### src/mcema_pkg.sv
// Shared types, constants and the shift-code lookup for the multichannel EMA filter.
// No dependencies; used by every module under src.
package mcema_pkg;

  localparam int ChanW         = 5;
  localparam int SampleW       = 12;
  localparam int ResW          = 5;
  localparam int KW            = 3;
  localparam int AccW          = 17;
  localparam int ShiftTableW   = 51;
  localparam int TableChannels = ShiftTableW / KW;

  localparam logic [ShiftTableW-1:0] ShiftTableReset = 51'd321685687669321;

  localparam logic [KW-1:0] MinShift     = 3'd1;
  localparam logic [KW-1:0] MaxShift     = 3'd5;
  localparam logic [KW-1:0] DefaultShift = 3'd1;

  // State write-back from the update logic into the state bank
  typedef struct packed {
    logic               we;
    logic [ChanW-1:0]   ch;
    logic [SampleW-1:0] y;
    logic [ResW-1:0]    res;
  } state_wr_t;

  // Read data from the state bank for one channel
  typedef struct packed {
    logic [SampleW-1:0] y;
    logic [ResW-1:0]    res;
  } state_rd_t;

  // Effective shift of a channel; codes outside 1..5 and channels past the table act as 1
  function automatic logic [KW-1:0] shift_of(logic [ShiftTableW-1:0] tbl,
                                             logic [ChanW-1:0] ch);
    logic [KW-1:0] code;
    code = '0;
    for (int n = 0; n < TableChannels; n++) begin
      if (ch == ChanW'(n)) code = tbl[KW*n +: KW];
    end
    if (code >= MinShift && code <= MaxShift) return code;
    return DefaultShift;
  endfunction

endpackage

### src/mcema_state.sv
// Per-channel state bank: smoothed value and residue, cleared at reset.
// Depends on mcema_pkg for the read and write-back structs.
module mcema_state #(
  parameter int CHANNELS = 17
) (
  input  logic                  clk_i,
  input  logic                  rst_ni,
  input  logic [mcema_pkg::ChanW-1:0] rd_ch_i,
  output mcema_pkg::state_rd_t  rd_o,
  input  mcema_pkg::state_wr_t  wr_i
);

  localparam int IdxW = (CHANNELS > 1) ? $clog2(CHANNELS) : 1;
  localparam logic [mcema_pkg::ChanW-1:0] ChanLimit = CHANNELS[mcema_pkg::ChanW-1:0];

  mcema_pkg::state_rd_t bank_q [CHANNELS];

  always_ff @(posedge clk_i or negedge rst_ni) begin
    if (!rst_ni) begin
      for (int n = 0; n < CHANNELS; n++) bank_q[n] <= '0;
    end else if (wr_i.we && wr_i.ch < ChanLimit) begin
      bank_q[wr_i.ch[IdxW-1:0]] <= '{y: wr_i.y, res: wr_i.res};
    end
  end

  always_comb begin
    rd_o = '0;
    if (rd_ch_i < ChanLimit) rd_o = bank_q[rd_ch_i[IdxW-1:0]];
  end

endmodule

### src/mcema_update.sv
// Single-pass EMA update: j = y*(2^k-1) + sample + residue, split into j>>k and j mod 2^k.
// Depends on mcema_pkg for widths, the shift lookup and the state structs.
module mcema_update #(
  parameter int CHANNELS = 17
) (
  input  logic                                 vld_i,
  input  logic [mcema_pkg::ChanW-1:0]          ch_i,
  input  logic [mcema_pkg::SampleW-1:0]        sample_i,
  input  logic [mcema_pkg::ShiftTableW-1:0]    shift_table_i,
  input  mcema_pkg::state_rd_t                 cur_i,
  output logic [mcema_pkg::SampleW-1:0]        filtered_o,
  output mcema_pkg::state_wr_t                 wr_o
);

  localparam logic [mcema_pkg::ChanW-1:0] ChanLimit = CHANNELS[mcema_pkg::ChanW-1:0];

  logic                             in_range;
  logic [mcema_pkg::KW-1:0]         k;
  logic [mcema_pkg::ResW-1:0]       frac_mask;
  logic [mcema_pkg::AccW-1:0]       y_ext;
  logic [mcema_pkg::AccW-1:0]       scaled;
  logic [mcema_pkg::AccW-1:0]       acc;
  logic [mcema_pkg::AccW-1:0]       acc_shr;
  logic [mcema_pkg::SampleW-1:0]    y_new;
  logic [mcema_pkg::ResW-1:0]       res_new;

  always_comb begin
    in_range  = ch_i < ChanLimit;
    k         = mcema_pkg::shift_of(shift_table_i, ch_i);
    frac_mask = mcema_pkg::ResW'((6'd1 << k) - 6'd1);
    y_ext     = {{(mcema_pkg::AccW - mcema_pkg::SampleW){1'b0}}, cur_i.y};
    // y*(2^k-1) as a shift and subtract
    scaled    = (y_ext << k) - y_ext;
    acc       = scaled
              + {{(mcema_pkg::AccW - mcema_pkg::SampleW){1'b0}}, sample_i}
              + {{(mcema_pkg::AccW - mcema_pkg::ResW){1'b0}}, cur_i.res};
    acc_shr   = acc >> k;
    y_new     = acc_shr[mcema_pkg::SampleW-1:0];
    res_new   = acc[mcema_pkg::ResW-1:0] & frac_mask;

    filtered_o = in_range ? y_new : '0;
    wr_o.we    = vld_i && in_range;
    wr_o.ch    = ch_i;
    wr_o.y     = y_new;
    wr_o.res   = res_new;
  end

endmodule

### src/multichannel_ema_filter_unit.sv
// Top level of the multichannel EMA filter: input register, update logic, result register.
// Depends on mcema_pkg, mcema_state and mcema_update.
//
// Channel   Dir  Handshake                   Contents
// s_axis    in   tvalid/tready               tuser: channel, tdata: sample
// m_axis    out  tvalid/tready               tuser: out_channel, tdata: filtered
// cfg       in   cfg_valid/cfg_ready         shift_table, 3 bits per channel
//
// One item per cycle sustained while m_axis is ready; the item passes the input register, then the result register.
// The channel state is read from the bank in the input stage and written back on the
// same edge that loads the result register, so the next item always sees fresh state.
// Reset clears the state bank at once and loads the default shift table.
// A stalled output holds the result; the input register keeps one more item meanwhile.
module multichannel_ema_filter_unit #(
  parameter int CHANNELS = 17
) (
  input  logic        clk_i,
  input  logic        rst_ni,
  input  logic        s_axis_tvalid_i,
  output logic        s_axis_tready_o,
  input  logic [15:0] s_axis_tdata_i,   // [11:0] sample, [15:12] zero
  input  logic [4:0]  s_axis_tuser_i,   // [4:0] channel
  output logic        m_axis_tvalid_o,
  input  logic        m_axis_tready_i,
  output logic [15:0] m_axis_tdata_o,   // [11:0] filtered, [15:12] zero
  output logic [4:0]  m_axis_tuser_o,   // [4:0] out_channel
  input  logic        cfg_valid_i,
  output logic        cfg_ready_o,
  input  logic [50:0] cfg_data_i
);

  logic                                    in_vld_q;
  logic [mcema_pkg::ChanW-1:0]             in_ch_q;
  logic [mcema_pkg::SampleW-1:0]           in_smp_q;
  logic                                    out_vld_q;
  logic [mcema_pkg::ChanW-1:0]             out_ch_q;
  logic [mcema_pkg::SampleW-1:0]           out_filt_q;
  logic [mcema_pkg::ShiftTableW-1:0]       table_q;

  logic                                    advance;
  logic                                    in_xfer;
  logic [mcema_pkg::SampleW-1:0]           filtered;
  mcema_pkg::state_rd_t                    cur;
  mcema_pkg::state_wr_t                    wr;
  mcema_pkg::state_wr_t                    wr_gated;

  assign advance         = in_vld_q && (!out_vld_q || m_axis_tready_i);
  assign s_axis_tready_o = !in_vld_q || advance;
  assign in_xfer         = s_axis_tvalid_i && s_axis_tready_o;
  assign cfg_ready_o     = 1'b1;

  always_ff @(posedge clk_i or negedge rst_ni) begin
    if (!rst_ni) begin
      table_q <= mcema_pkg::ShiftTableReset;
    end else if (cfg_valid_i) begin
      table_q <= cfg_data_i;
    end
  end

  always_ff @(posedge clk_i or negedge rst_ni) begin
    if (!rst_ni) begin
      in_vld_q <= 1'b0;
    end else if (s_axis_tready_o) begin
      in_vld_q <= s_axis_tvalid_i;
    end
  end

  always_ff @(posedge clk_i) begin
    if (in_xfer) begin
      in_ch_q  <= s_axis_tuser_i;
      in_smp_q <= s_axis_tdata_i[mcema_pkg::SampleW-1:0];
    end
  end

  mcema_state #(
    .CHANNELS(CHANNELS)
  ) u_state (
    .clk_i  (clk_i),
    .rst_ni (rst_ni),
    .rd_ch_i(in_ch_q),
    .rd_o   (cur),
    .wr_i   (wr_gated)
  );

  mcema_update #(
    .CHANNELS(CHANNELS)
  ) u_update (
    .vld_i        (in_vld_q),
    .ch_i         (in_ch_q),
    .sample_i     (in_smp_q),
    .shift_table_i(table_q),
    .cur_i        (cur),
    .filtered_o   (filtered),
    .wr_o         (wr)
  );

  // Commit state only on the edge that moves the item into the result register
  always_comb begin
    wr_gated    = wr;
    wr_gated.we = wr.we && advance;
  end

  always_ff @(posedge clk_i or negedge rst_ni) begin
    if (!rst_ni) begin
      out_vld_q <= 1'b0;
    end else if (advance) begin
      out_vld_q <= 1'b1;
    end else if (m_axis_tready_i) begin
      out_vld_q <= 1'b0;
    end
  end

  always_ff @(posedge clk_i) begin
    if (advance) begin
      out_ch_q   <= in_ch_q;
      out_filt_q <= filtered;
    end
  end

  assign m_axis_tvalid_o = out_vld_q;
  assign m_axis_tuser_o  = out_ch_q;
  assign m_axis_tdata_o  = {{(16 - mcema_pkg::SampleW){1'b0}}, out_filt_q};

endmodule
### config.mk
export PLATFORM = sky130hd
export DESIGN_NAME = multichannel_ema_filter_unit
export DESIGN_NICKNAME = d
export VERILOG_FILES = /design/src/mcema_pkg.sv /design/src/mcema_state.sv /design/src/mcema_update.sv /design/src/multichannel_ema_filter_unit.sv
export SDC_FILE = /design/constraint.sdc
export NUM_CORES = 1
export LEC_CHECK = 0
export ABC_AREA = 1
export BUFFER_PORTS_ARGS = -buffer_cell sky130_fd_sc_hd__buf_2
export CORE_MARGIN = 1.5
export CORE_UTILIZATION = 65
export DETAILED_ROUTE_END_ITERATION = 10
export PLACE_DENSITY_LB_ADDON = 0.05
export SKIP_LAST_GASP = 1
export SLEW_MARGIN = 20
export SYNTH_ARGS = -nofsm -noshare
export SYNTH_HDL_FRONTEND = slang
export SYNTH_SLANG_ARGS = --single-unit
### constraint.sdc
create_clock -name clk_i -period 15.88 [get_ports clk_i]
set_clock_uncertainty 0.15 [all_clocks]
set_input_delay 0.794 -clock clk_i [delete_from_list [all_inputs] [get_ports clk_i]]
set_output_delay 0.794 -clock clk_i [all_outputs]
set_load 0.005 [all_outputs]
=== Yosys cells after proc, flatten, opt, wreduce, memory -nomap -nowiden ===
Cells that the tools add are included.

* Register bits: 376
* Bits of input ports: 77
* Output and inout port bits: 24
* Logic and storage cells: 113

* Add/sub/neg operators: 4
* Order comparisons: 5
* Equal/unequal tests: 16
* Shifts and indexed selects: 3
* Muxes and demuxes: 29
* Bitwise operators: 2
* Reductions and logical operators: 13

{| class="wikitable"
|+ Operator list
! kind !! number
|-
| bitwise mux 289 bit || 1
|-
| binary-select mux 17 bit (select 5 bit) || 1
|-
| demux 17 bit (select 5 bit) || 1
|-
| 2-to-1 mux 17 bit || 4
|-
| 2-to-1 mux 3 bit || 19
|-
| equality test 5 x 4 -> 1 bit (second input constant) || 8
|-
| equality test 5 x 3 -> 1 bit (second input constant) || 4
|-
| adder 17 x 12 -> 17 bit || 1
|-
| adder 17 x 5 -> 17 bit || 1
|-
| left shift 12 x 3 -> 17 bit || 1
|-
| right shift 17 x 3 -> 12 bit || 1
|-
| subtractor 17 x 12 -> 17 bit || 1
|-
| equality test 5 x 2 -> 1 bit (second input constant) || 2
|-
| logical AND 1 bit || 7
|-
| greater-or-equal comparator 6 bit (second input constant) || 1
|-
| less-than comparator 6 x 1 -> 1 bit (second input constant) || 1
|-
| inverter 5 -> 6 bit || 1
|-
| AND 5 bit || 1
|-
| equality test 5 x 1 -> 1 bit (second input constant) || 1
|-
| equality test 5 bit (second input constant) || 1
|-
| logical NOT 5 bit || 1
|-
| less-than comparator 5 bit (second input constant) || 1
|-
| left shift 1 x 3 -> 5 bit (first input constant) || 1
|-
| subtractor 5 x 1 -> 5 bit (second input constant) || 1
|-
| other kinds (6) || 10
|}

=== Logic depth before layout (Yosys ltp) ===
Gate-level depths: netlist (run 1).

* Depth after elaboration: 28
* Gate-level depth with buffers: 49
* Depth with buffers taken out: 46

=== Cells and area by module ===
A second synthesis (run 1) with hierarchy kept.

* Cells, all modules: 2822
* Area, all modules: 20774.9 um^2

{| class="wikitable"
|+ By module, submodules not included
! module !! instances !! cells each !! area each (um^2) !! sequential area each (um^2)
|-
| mcema_state || 1 || 2053 || 14651.6 || 7231.9
|-
| multichannel_ema_filter_unit || 1 || 270 || 3196.8 || 2368.5
|-
| mcema_update || 1 || 499 || 2926.6 || 0.0
|}

=== Least setup slack after synthesis (run 1) ===
No wires, ideal clock.

* Path type: register to register
* From: register in_ch_q[0] (netlist bit)
* To: register out_filt_q[11] (netlist bit) (data pin)
* Setup time: 258 ps
* Arrival time: 5865 ps
* Required time: 15472 ps
* Slack: 9607 ps
* Cell stages (with the launch flop): 35
* Buffers on the path: 6
* Clock period less this slack: 6273 ps
* Cells stage by stage: edfxtp_1 -> nor2_4 -> clkbuf_1 -> clkbuf_1 -> buf_1 -> buf_1 -> clkbuf_1 -> a22oi_1 -> a21oi_1 -> o21ai_0 -> nand2_1 -> inv_1 -> fa_1 -> inv_1 -> fa_1 -> ha_1 -> nand3_1 -> nand2_1 -> a21oi_1 -> nor2_1 -> nor2_1 -> o21ai_0 -> nand3_1 -> nand2_1 -> nand3_1 -> nand2_1 -> nand3_1 -> nand2_1 -> xor2_1 -> o21ai_1 -> o21ai_1 -> nand2_1 -> buf_4 -> nand2_1 -> nor2_1

* Word-level cells in the longest chain between the ends: 27
* Elaborated cells between the ends (all ways): 51
* Classes of those cells: 3 x add/sub; 3 x order compare; 16 x eq/ne; 2 x shift; 24 x mux; 1 x bitwise; 2 x reduce/logical

{| class="wikitable"
|+ Ends and longest elaborated chain
! item !! line !! text
|-
| from (decl) || multichannel_ema_filter_unit.sv:33 || <nowiki>logic [mcema_pkg::ChanW-1:0] in_ch_q;</nowiki>
|-
| from (signal assigned) || multichannel_ema_filter_unit.sv:70 || <nowiki>in_ch_q <= s_axis_tuser_i;</nowiki>
|-
| logical NOT 5 bit || mcema_pkg.sv:39 || <nowiki>if (ch == ChanW'(n)) code = tbl[KW*n +: KW];</nowiki>
|-
| 2-to-1 mux 3 bit (17 in series) || mcema_pkg.sv:39 ||
|-
| greater-or-equal comparator 3 x 1 -> 1 bit / less-or-equal comparator 3 bit (equally long branches) || mcema_pkg.sv:41 || <nowiki>if (code >= MinShift && code <= MaxShift) return code;</nowiki>
|-
| logical AND 1 bit || mcema_pkg.sv:41 ||
|-
| 2-to-1 mux 1 bit || mcema_pkg.sv:41 ||
|-
| 2-to-1 mux 3 bit || mcema_pkg.sv:42 || <nowiki>return DefaultShift;</nowiki>
|-
| left shift 12 x 3 -> 17 bit || mcema_update.sv:33 || <nowiki>scaled = (y_ext << k) - y_ext;</nowiki>
|-
| subtractor 17 x 12 -> 17 bit || mcema_update.sv:33 ||
|-
| adder 17 x 12 -> 17 bit || mcema_update.sv:35 || <nowiki>+ {{(mcema_pkg::AccW - mcema_pkg::SampleW){1'b0}}, sample_i}</nowiki>
|-
| adder 17 x 5 -> 17 bit || mcema_update.sv:36 || <nowiki>+ {{(mcema_pkg::AccW - mcema_pkg::ResW){1'b0}}, cur_i.res};</nowiki>
|-
| right shift 17 x 3 -> 12 bit || mcema_update.sv:37 || <nowiki>acc_shr = acc >> k;</nowiki>
|-
| to (signal assigned) || multichannel_ema_filter_unit.sv:116 || <nowiki>out_filt_q <= filtered;</nowiki>
|-
| to (decl) || multichannel_ema_filter_unit.sv:37 || <nowiki>logic [mcema_pkg::SampleW-1:0] out_filt_q;</nowiki>
|}

Several ways; a longest one is shown, not always the timed one. The select of a mux whose other input is x is not followed.
A chain may end at the register's enable or synchronous reset.

=== Worst setup path after layout (run 1) ===
* From: register in_ch_q[1] (netlist bit)
* To: register out_filt_q[11] (netlist bit) (data pin)

Same word-level chain as after synthesis.

==> summary.txt, run 1 <==
Place
  – Post-DP Area: 18820 µm²
  – PortBufs: approximately 90
  – Placed instance count: between 2000 and 2500
  – Pre-CTS setup slack: 7.259 ns
  – DP HPWL: approximately 32000 µm
  – RD Place Congestion: between 0.8 and 0.9

Yosys
  – Syn. warnings: 0
  – Distinct cells, synth: 59
  – Ys async rst share: 90.96%
  – Cells after Synth: just over 2000
  – Leading area contributor after synthesis: dfrtp_1
  – Main synth FF type: dfrtp_1
  – Register bit total from synthesis: approximately 380
  – Avg Inst Size Synth: between 8 and 9 µm²
  – Post-synth EDFFs: 34
  – Sequential share of the synthesized area: between 50 and 60%
  – Share of the synthesized area in the top cell type: 44.41%
  – Mapped cell area: about 18000 µm²
  – Synth area leaders: dfrtp_1 44%, nand2_1 11%, o21ai_0 7.4%

Clock tree
  – PostCTS Resize Cnt: 0
  – Hold buffers post-CTS: 0
  – CTS H-Tree Depth: 2
  – CTS tree: yes
  – Cts bufs inserted: 40
  – CTS Buffer Depth: 3
  – Clock Sinks: ~380
  – CTS root buf: clkbuf_16
  – Worst-Skew Late Latency: 0.53 ns
  – Postcts setup bufs: 0
  – Clk slew on worst S/H paths: 0.06 ns

Final layout
  – Ant diodes: 0
  – Cell area after layout: between 20000 and 25000 µm²
  – Area grow syn2layout: 9.764%
  – Finished Layout Cells: about 2500
  – Nets: between 2000 and 2500
  – Fin util: between 70% and 80%
  – Share of layout cells above drive strength 1: around an eighth
  – Area of the multi-input gates: roughly 7300 µm²
  – Fillers: 2175
  – Register area: 9600 µm²

Power
  – PD cells: between 150 and 200 nW/µm²
  – Power, Total: between 3 and 4 mW
  – Leakage: ~9.4 nW
  – VDD IR max: 0.0001939 V

Die
  – Core area: between 20000 and 30000 µm²
  – Rows: between 60 and 70
  – Die height: approximately 170 µm
  – Initial Util: 65.91%
  – Io pins: around 100
  – Die ar.: about 29000 µm²
  – Die width: about 170 µm

Global route
  – GR Layer Usage met3: under 10%
  – Vias in the first global route: roughly 14000
  – Met2 usage: between 50% and 60%
  – Antenna violations before repair: 0
  – First-pass GRT wire length: 76080 µm
  – Pin count of the biggest net entering global routing: 112
  – GRT Overall Usage: 33.92%
  – Met1 GRT Util: about 47%
  – Grt ovf: 0
  – Grt peak-use layer: met2

Timing
  – Final worst slack: 7.069 ns
  – Maximum clock rate: between 100 and 150 MHz
  – RSZ-0062 raised after global routing: false
  – Clock period minus worst slack: about 8.8 ns
  – Period utilisation layout: between 50% and 60%
  – Pins Over Slew Limit: 0
  – Setup TNS: 0 ns
  – Final Hold Viols: 0
  – Slew headroom: between 20% and 30%
  – Worst slew pin tran: approximately 1.1 ns
  – Hold_ws: ~0.13 ns
  – Final setup viols: 0

Worst setup path
  – Crit path kind: reg2reg
  – Largest delay share family, worst path: simple AND/OR/NAND/NOR gates
  – Crit-path most repeated cell: nand2_1
  – Slowest CP cell: clkinv_1
  – Crit start category: flop
  – CP required: 16.00 ns
  – Maximum net fanout on the critical path: 53
  – Largest stage delay, worst path: about 0.67 ns
  – CP Capture Type: flop
  – CP arrival: 8.93 ns
  – WP buf/inv: 5

Detailed routing
  – Initial DRC Count: 1539
  – 1st-pass router iterations: 5
  – Via Count: 15036
  – Antenna Violating Nets Remaining: 0
  – Post-DR vias/cell: 6.007
  – Wire per inst: approximately 19 µm
  – Detailed-route wire length: 48130 µm
  – DRC Markers: 0

Worst hold path
  – HP Class: in2async

Job
  – Maxcap violations: 0

Outcome
  – Status: complete, no violations
[sequential cells by signal, indices dropped and copies added (netlist names)]
name,count
table_q,51
in_ch_q,5
u_state.bank_q,289
in_smp_q,12
m_axis_tuser_o,5
m_axis_tvalid_o,1
out_filt_q,12
in_vld_q,1
[cell type report]
type	count	area share, %
clock buffer	63	6.026
timing repair buffer	108	2.963
sequential	376	47.77
multi-input combinational	1347	36.42
clock inverter	9	0.3050
inverter	222	4.171
tap	378	2.353
[Yosys cell counts, types with 4 or more instances]
cell type  number
nand2_1       519
dfrtp_1       325
o21ai_0       269
inv_1         205
a22oi_1        81
clkbuf_1       80
o21ai_1        76
a21oi_1        71
nor2_1         63
nand3_1        45
o22ai_1        40
mux2_2         36
edfxtp_1       34
ha_1           27
nand4_1        19
dfstp_2        17
fa_1           17
buf_2          15
buf_4          12
inv_2          12
buf_1          11
xor2_1          8
a221oi_1        7
nand2_2         7
buf_6           5
xnor2_1         5
nor2_2          4
o21ai_2         4
o221ai_1        4
[worst paths after layout]
path                                          from                  end  slack [ns]  cells after the start
max in group asynchronous                   rst_ni          table_q[47]       13.03                      3
worst max register to register          in_ch_q[1]       out_filt_q[11]        7.07                     41
worst min-delay path                        rst_ni  u_state.bank_q[217]        0.13                      1
worst max-delay path                    in_ch_q[1]       out_filt_q[11]        7.07                     41
worst min register to register  u_state.bank_q[77]   u_state.bank_q[77]        0.34                      2
min in group clk_i               s_axis_tdata_i[0]          in_smp_q[0]        0.29                      1
[where the power goes]
part           leakage, nW  switching (mW)  internal [mW]
Combinational         4.17            1.07          0.437
Clock                0.620           0.379          0.526
Sequential            4.59           0.107           1.22
[logic make-up (layout without fill, tap and decap cells)]
| group | Yosys count | in the layout | synth area share [%] |
|---|---|---|---|
| compound gates | 572 | 572 | 17.93 |
| fa+ha+maj | 44 | 44 | 3.703 |
| buf+inv | 347 | 402 | 7.762 |
| other cells | 2 | 6 | 0.04101 |
| flops | 376 | 376 | 52.43 |
| mux | 37 | 37 | 2.269 |
| xor+xnor | 13 | 13 | 0.6218 |
| simple gates | 675 | 675 | 15.24 |
[metal layers]
layer | wire length (µm) | share of wire (%)
met1 | 19980 | 42
met2 | 22150 | 46
met3 | 3964 | 8.2
met4 | 2044 | 4.2
met5 | 0 | 0
[placed cells by master (no fill, tap or decap), types with 6 or more instances in the layout]
cell type and n:
nand2_1 519, dfrtp_1 325, o21ai_0 269, inv_1 205, buf_2 89, a22oi_1 81, o21ai_1 76, a21oi_1 71
nor2_1 61, nand3_1 45, clkbuf_16 43, o22ai_1 40, mux2_2 36, edfxtp_1 34, ha_1 27, nand4_1 19
buf_4 18, fa_1 17, dfstp_2 17, clkbuf_1 14, inv_2 12, xor2_1 8, nand2_2 7, a221oi_1 7
conb_1 6, clkbuf_8 6
[worst reg2reg max path: cells and delay by family, from the launching register on]
kind	cells	cell delay (ns)
AO/OA/AOI/OAI	7	1.48
buffers and inverters	5	1.89
flip-flops	1	0.54
AND/OR/NAND/NOR	26	3.40
adder cells (fa/ha/maj)	3	1.06
Note: power is estimated with default switching activity, not from simulation.
==> run 2, diff against run 1 <==
--- a/config.mk
+++ b/config.mk
@@ -5,10 +5,10 @@
 export SDC_FILE = /design/constraint.sdc
 export NUM_CORES = 1
 export LEC_CHECK = 0
-export ABC_AREA = 1
+export ABC_AREA = 0
 export BUFFER_PORTS_ARGS = -buffer_cell sky130_fd_sc_hd__buf_2
 export CORE_MARGIN = 1.5
-export CORE_UTILIZATION = 65
+export CORE_UTILIZATION = 62
 export DETAILED_ROUTE_END_ITERATION = 10
 export PLACE_DENSITY_LB_ADDON = 0.05
 export SKIP_LAST_GASP = 1
==> constraint.sdc (replaced) <==
create_clock -name clk_i -period 9 [get_ports clk_i]
set_clock_uncertainty 0.15 [all_clocks]
set_input_delay 0.45 -clock clk_i [delete_from_list [all_inputs] [get_ports clk_i]]
set_output_delay 0.45 -clock clk_i [all_outputs]
set_load 0.005 [all_outputs]
==> run 2 against run 1 <==
Against the previous run:
- combinational power is 120% higher
- critical path depth is 16 lower
- maximum frequency is 7.6% higher
- synthesized area is 3.6% higher
- clock-buffer cell count is 1 lower
- flip-flop and latch count stayed put
- critical endpoint is now out_filt_q[10]
- routed wire length is 1.6% lower
- first-iteration DRC count is 21% lower
==> summary.txt, run 2 <==
Detailed routing
  – Initial DRC Count: 1217
  – DRC Markers: 0
  – Detailed-route wire length: 47370 µm
  – 1st-pass router iterations: 5
  – Via Count: 13730
  – Wire per inst: between 20 and 25 µm
  – Antenna Violating Nets Remaining: 0
  – Post-DR vias/cell: approximately 6.2

Clock tree
  – CTS root buf: clkbuf_16
  – Clk slew on worst S/H paths: about 0.060 ns
  – CTS Buffer Depth: 3
  – Worst-Skew Late Latency: approximately 0.54 ns
  – CTS tree: yes
  – PostCTS Resize Cnt: 0
  – CTS H-Tree Depth: 2
  – Cts bufs inserted: 39
  – Clock Sinks: ~380

Global route
  – First-pass GRT wire length: ~75000 µm
  – GRT Overall Usage: about 31%
  – Vias in the first global route: 13688
  – Grt ovf: 0
  – Antenna violations before repair: 0
  – Pin count of the biggest net entering global routing: between 200 and 250

Timing
  – Final setup viols: 0
  – Slew headroom: 25.00%
  – Setup TNS: 0 ns
  – Period utilisation layout: between 90 and 100%
  – RSZ-0062 raised after global routing: false
  – Maximum clock rate: about 120 MHz
  – Clock period minus worst slack: a little over 8 ns
  – Pins Over Slew Limit: 0
  – Worst slew pin tran: 1.122 ns
  – Final Hold Viols: 0

Yosys
  – Post-synth EDFFs: 34
  – Mapped cell area: 18980 µm²
  – Register bit total from synthesis: ~380
  – Ys async rst share: about nine tenths
  – Post-synth top cells: 325 x dfrtp_1, 322 x nand2_1, 189 x o21ai_0
  – Cells after Synth: between 1500 and 2000
  – Sequential share of the synthesized area: between 50% and 60%
  – Syn. warnings: 0
  – Avg Inst Size Synth: around 11 µm²
  – Share of the synthesized area in the top cell type: between 40% and 50%
  – Cell with the most instances after synthesis: dfrtp_1
  – Distinct cells, synth: 88
  – Leading area contributor after synthesis: dfrtp_1
  – Synth area leaders: dfrtp_1 43%, mux4_2 9.4%, nand2_1 6.4%
  – Main synth FF type: dfrtp_1

Die
  – Initial Util: about 64%
  – Die height: 178.0 µm
  – Io pins: roughly 100
  – Die ar.: 31670 µm²
  – Die width: between 150 and 200 µm
  – Rows: 63
  – Core area: approximately 30000 µm²

Outcome
  – Status: complete, no violations

Place
  – DP HPWL: between 30000 and 40000 µm
  – Placed instance count: 2100
  – Post-DP Area: between 15000 and 20000 µm²
  – RD Place Congestion: ~0.92
  – PortBufs: 91

Power
  – PD cells: about 350 nW/µm²
  – Leakage: 9.431 nW
  – Power, Total: 7.463 mW
  – VDD IR max: 0.0002741 V

Worst setup path
  – CP Capture Type: flop
  – CP required: around 9 ns
  – Crit start category: flop
  – CP arrival: between 8 and 9 ns
  – Maximum net fanout on the critical path: 20
  – Crit path kind: reg2reg

Final layout
  – Finished Layout Cells: between 2000 and 2500
  – Max reg flops: 289
  – Nets: slightly below 2000
  – Largest regs: u_state.bank_q x289, table_q x51
  – Commonest non-fill, non-tap cell in the layout: dfrtp_1
  – Area grow syn2layout: 12.88%
  – Share of layout cells above drive strength 1: between 20 and 25%
  – Largest reg by FF count: u_state.bank_q
  – Fin util: 71.71%
  – Ant diodes: 0
  – Cell area after layout: approximately 21000 µm²
  – Most frequent cells in the layout: 325 x dfrtp_1, 319 x nand2_1, 189 x o21ai_0, 94 x mux2_2, 89 x buf_2

Worst hold path
  – HP Class: in2reg

Job
  – Maxcap violations: 0
run 2: cell type report:
cell class	count	area (µm²)
fill	2147	8452
sequential	376	9600
timing repair buffer	179	1314
clock buffer	62	1192
clock inverter	6	53.80
multi-input combinational	1159	8576
tap	390	488.0
inverter	53	198.9
run 2: worst max-delay path: stages, from the launching register on:
cell and delay [ns]:
edfxtp_1 0.87, nand2b_1 0.50, o22ai_1 0.16, a32o_1 0.31, nor3_2 0.25, o21a_2 0.56, xnor2_4 0.23, nor2_4 0.44
mux2i_1 0.35, nor2_1 0.07, a211oi_1 0.34, fa_1 0.46, inv_1 0.07, ha_1 0.22, ha_1 0.37, a21o_1 0.18
a21oi_1 0.21, a211oi_1 0.15, o41ai_1 0.65, o21bai_1 0.12, a21oi_1 0.21, xor2_1 0.21, o31ai_1 0.10, a311oi_2 0.27
buf_4 0.32, nor2_1 0.08
run 2: stage by stage:
stage / hold slack (ns) / worst slack, ns
2_1_floorplan: 0.004409 / 1.912
3_3_place_gp: 0.3055 / 1.007
3_5_place_dp: 0.3114 / 0.9718
4_1_cts: 0.0003101 / 0.8970
5_1_grt: 0.001101 / 0.3468
6_report: 0.01274 / 0.8093
run 2: final timing paths:
path | start | to | slack (ns) | cells after the start
worst min-delay path | cfg_data_i[32] | table_q[32] | 0.01 | 2
max in group asynchronous | rst_ni | u_state.bank_q[164] | 6.84 | 4
worst max register to register | in_ch_q[1] | out_filt_q[10] | 0.81 | 25
worst max-delay path | in_ch_q[1] | out_filt_q[10] | 0.81 | 25
worst min register to register | u_state.bank_q[153] | u_state.bank_q[153] | 0.32 | 2
min in group asynchronous | rst_ni | m_axis_tvalid_o | 0.37 | 2
run 2: logic make-up after synthesis:
logic type	count (synthesis)	share of synthesized area, %
AO/OA/AOI/OAI	416	13.17
XOR/XNOR	16	0.8373
adder cells (fa/ha/maj)	44	3.573
buffers and inverters	177	4.404
flip-flops	376	50.59
multiplexers	207	16.79
other	2	0.03957
AND/OR/NAND/NOR	470	10.60
run 2: routing by layer:
layer	wire length [µm]	up-vias	global-route usage (%)	part of all wire, %
li1	-	6285	-	-
met5	0	-	0	0
met2	22990	453	51.07	49
met1	20320	6899	42.97	43
met4	1265	0	9.629	2.7
met3	2795	93	4.563	5.9
run 2: where the power goes:
group	leakage (nW)	switching [mW]	internal (mW)	total, mW
registers	4.75	0.271	2.27	2.54
logic	4.06	2.14	1.22	3.36
clock network	0.617	0.654	0.911	1.57
total	9.43	3.06	4.40	7.46
run 2: timing repair:
action / in CTS / in global routing
hold buffers: 56 / 0
setup buffers: 0 / 0
endpoints found under the hold margin: 119 / 0
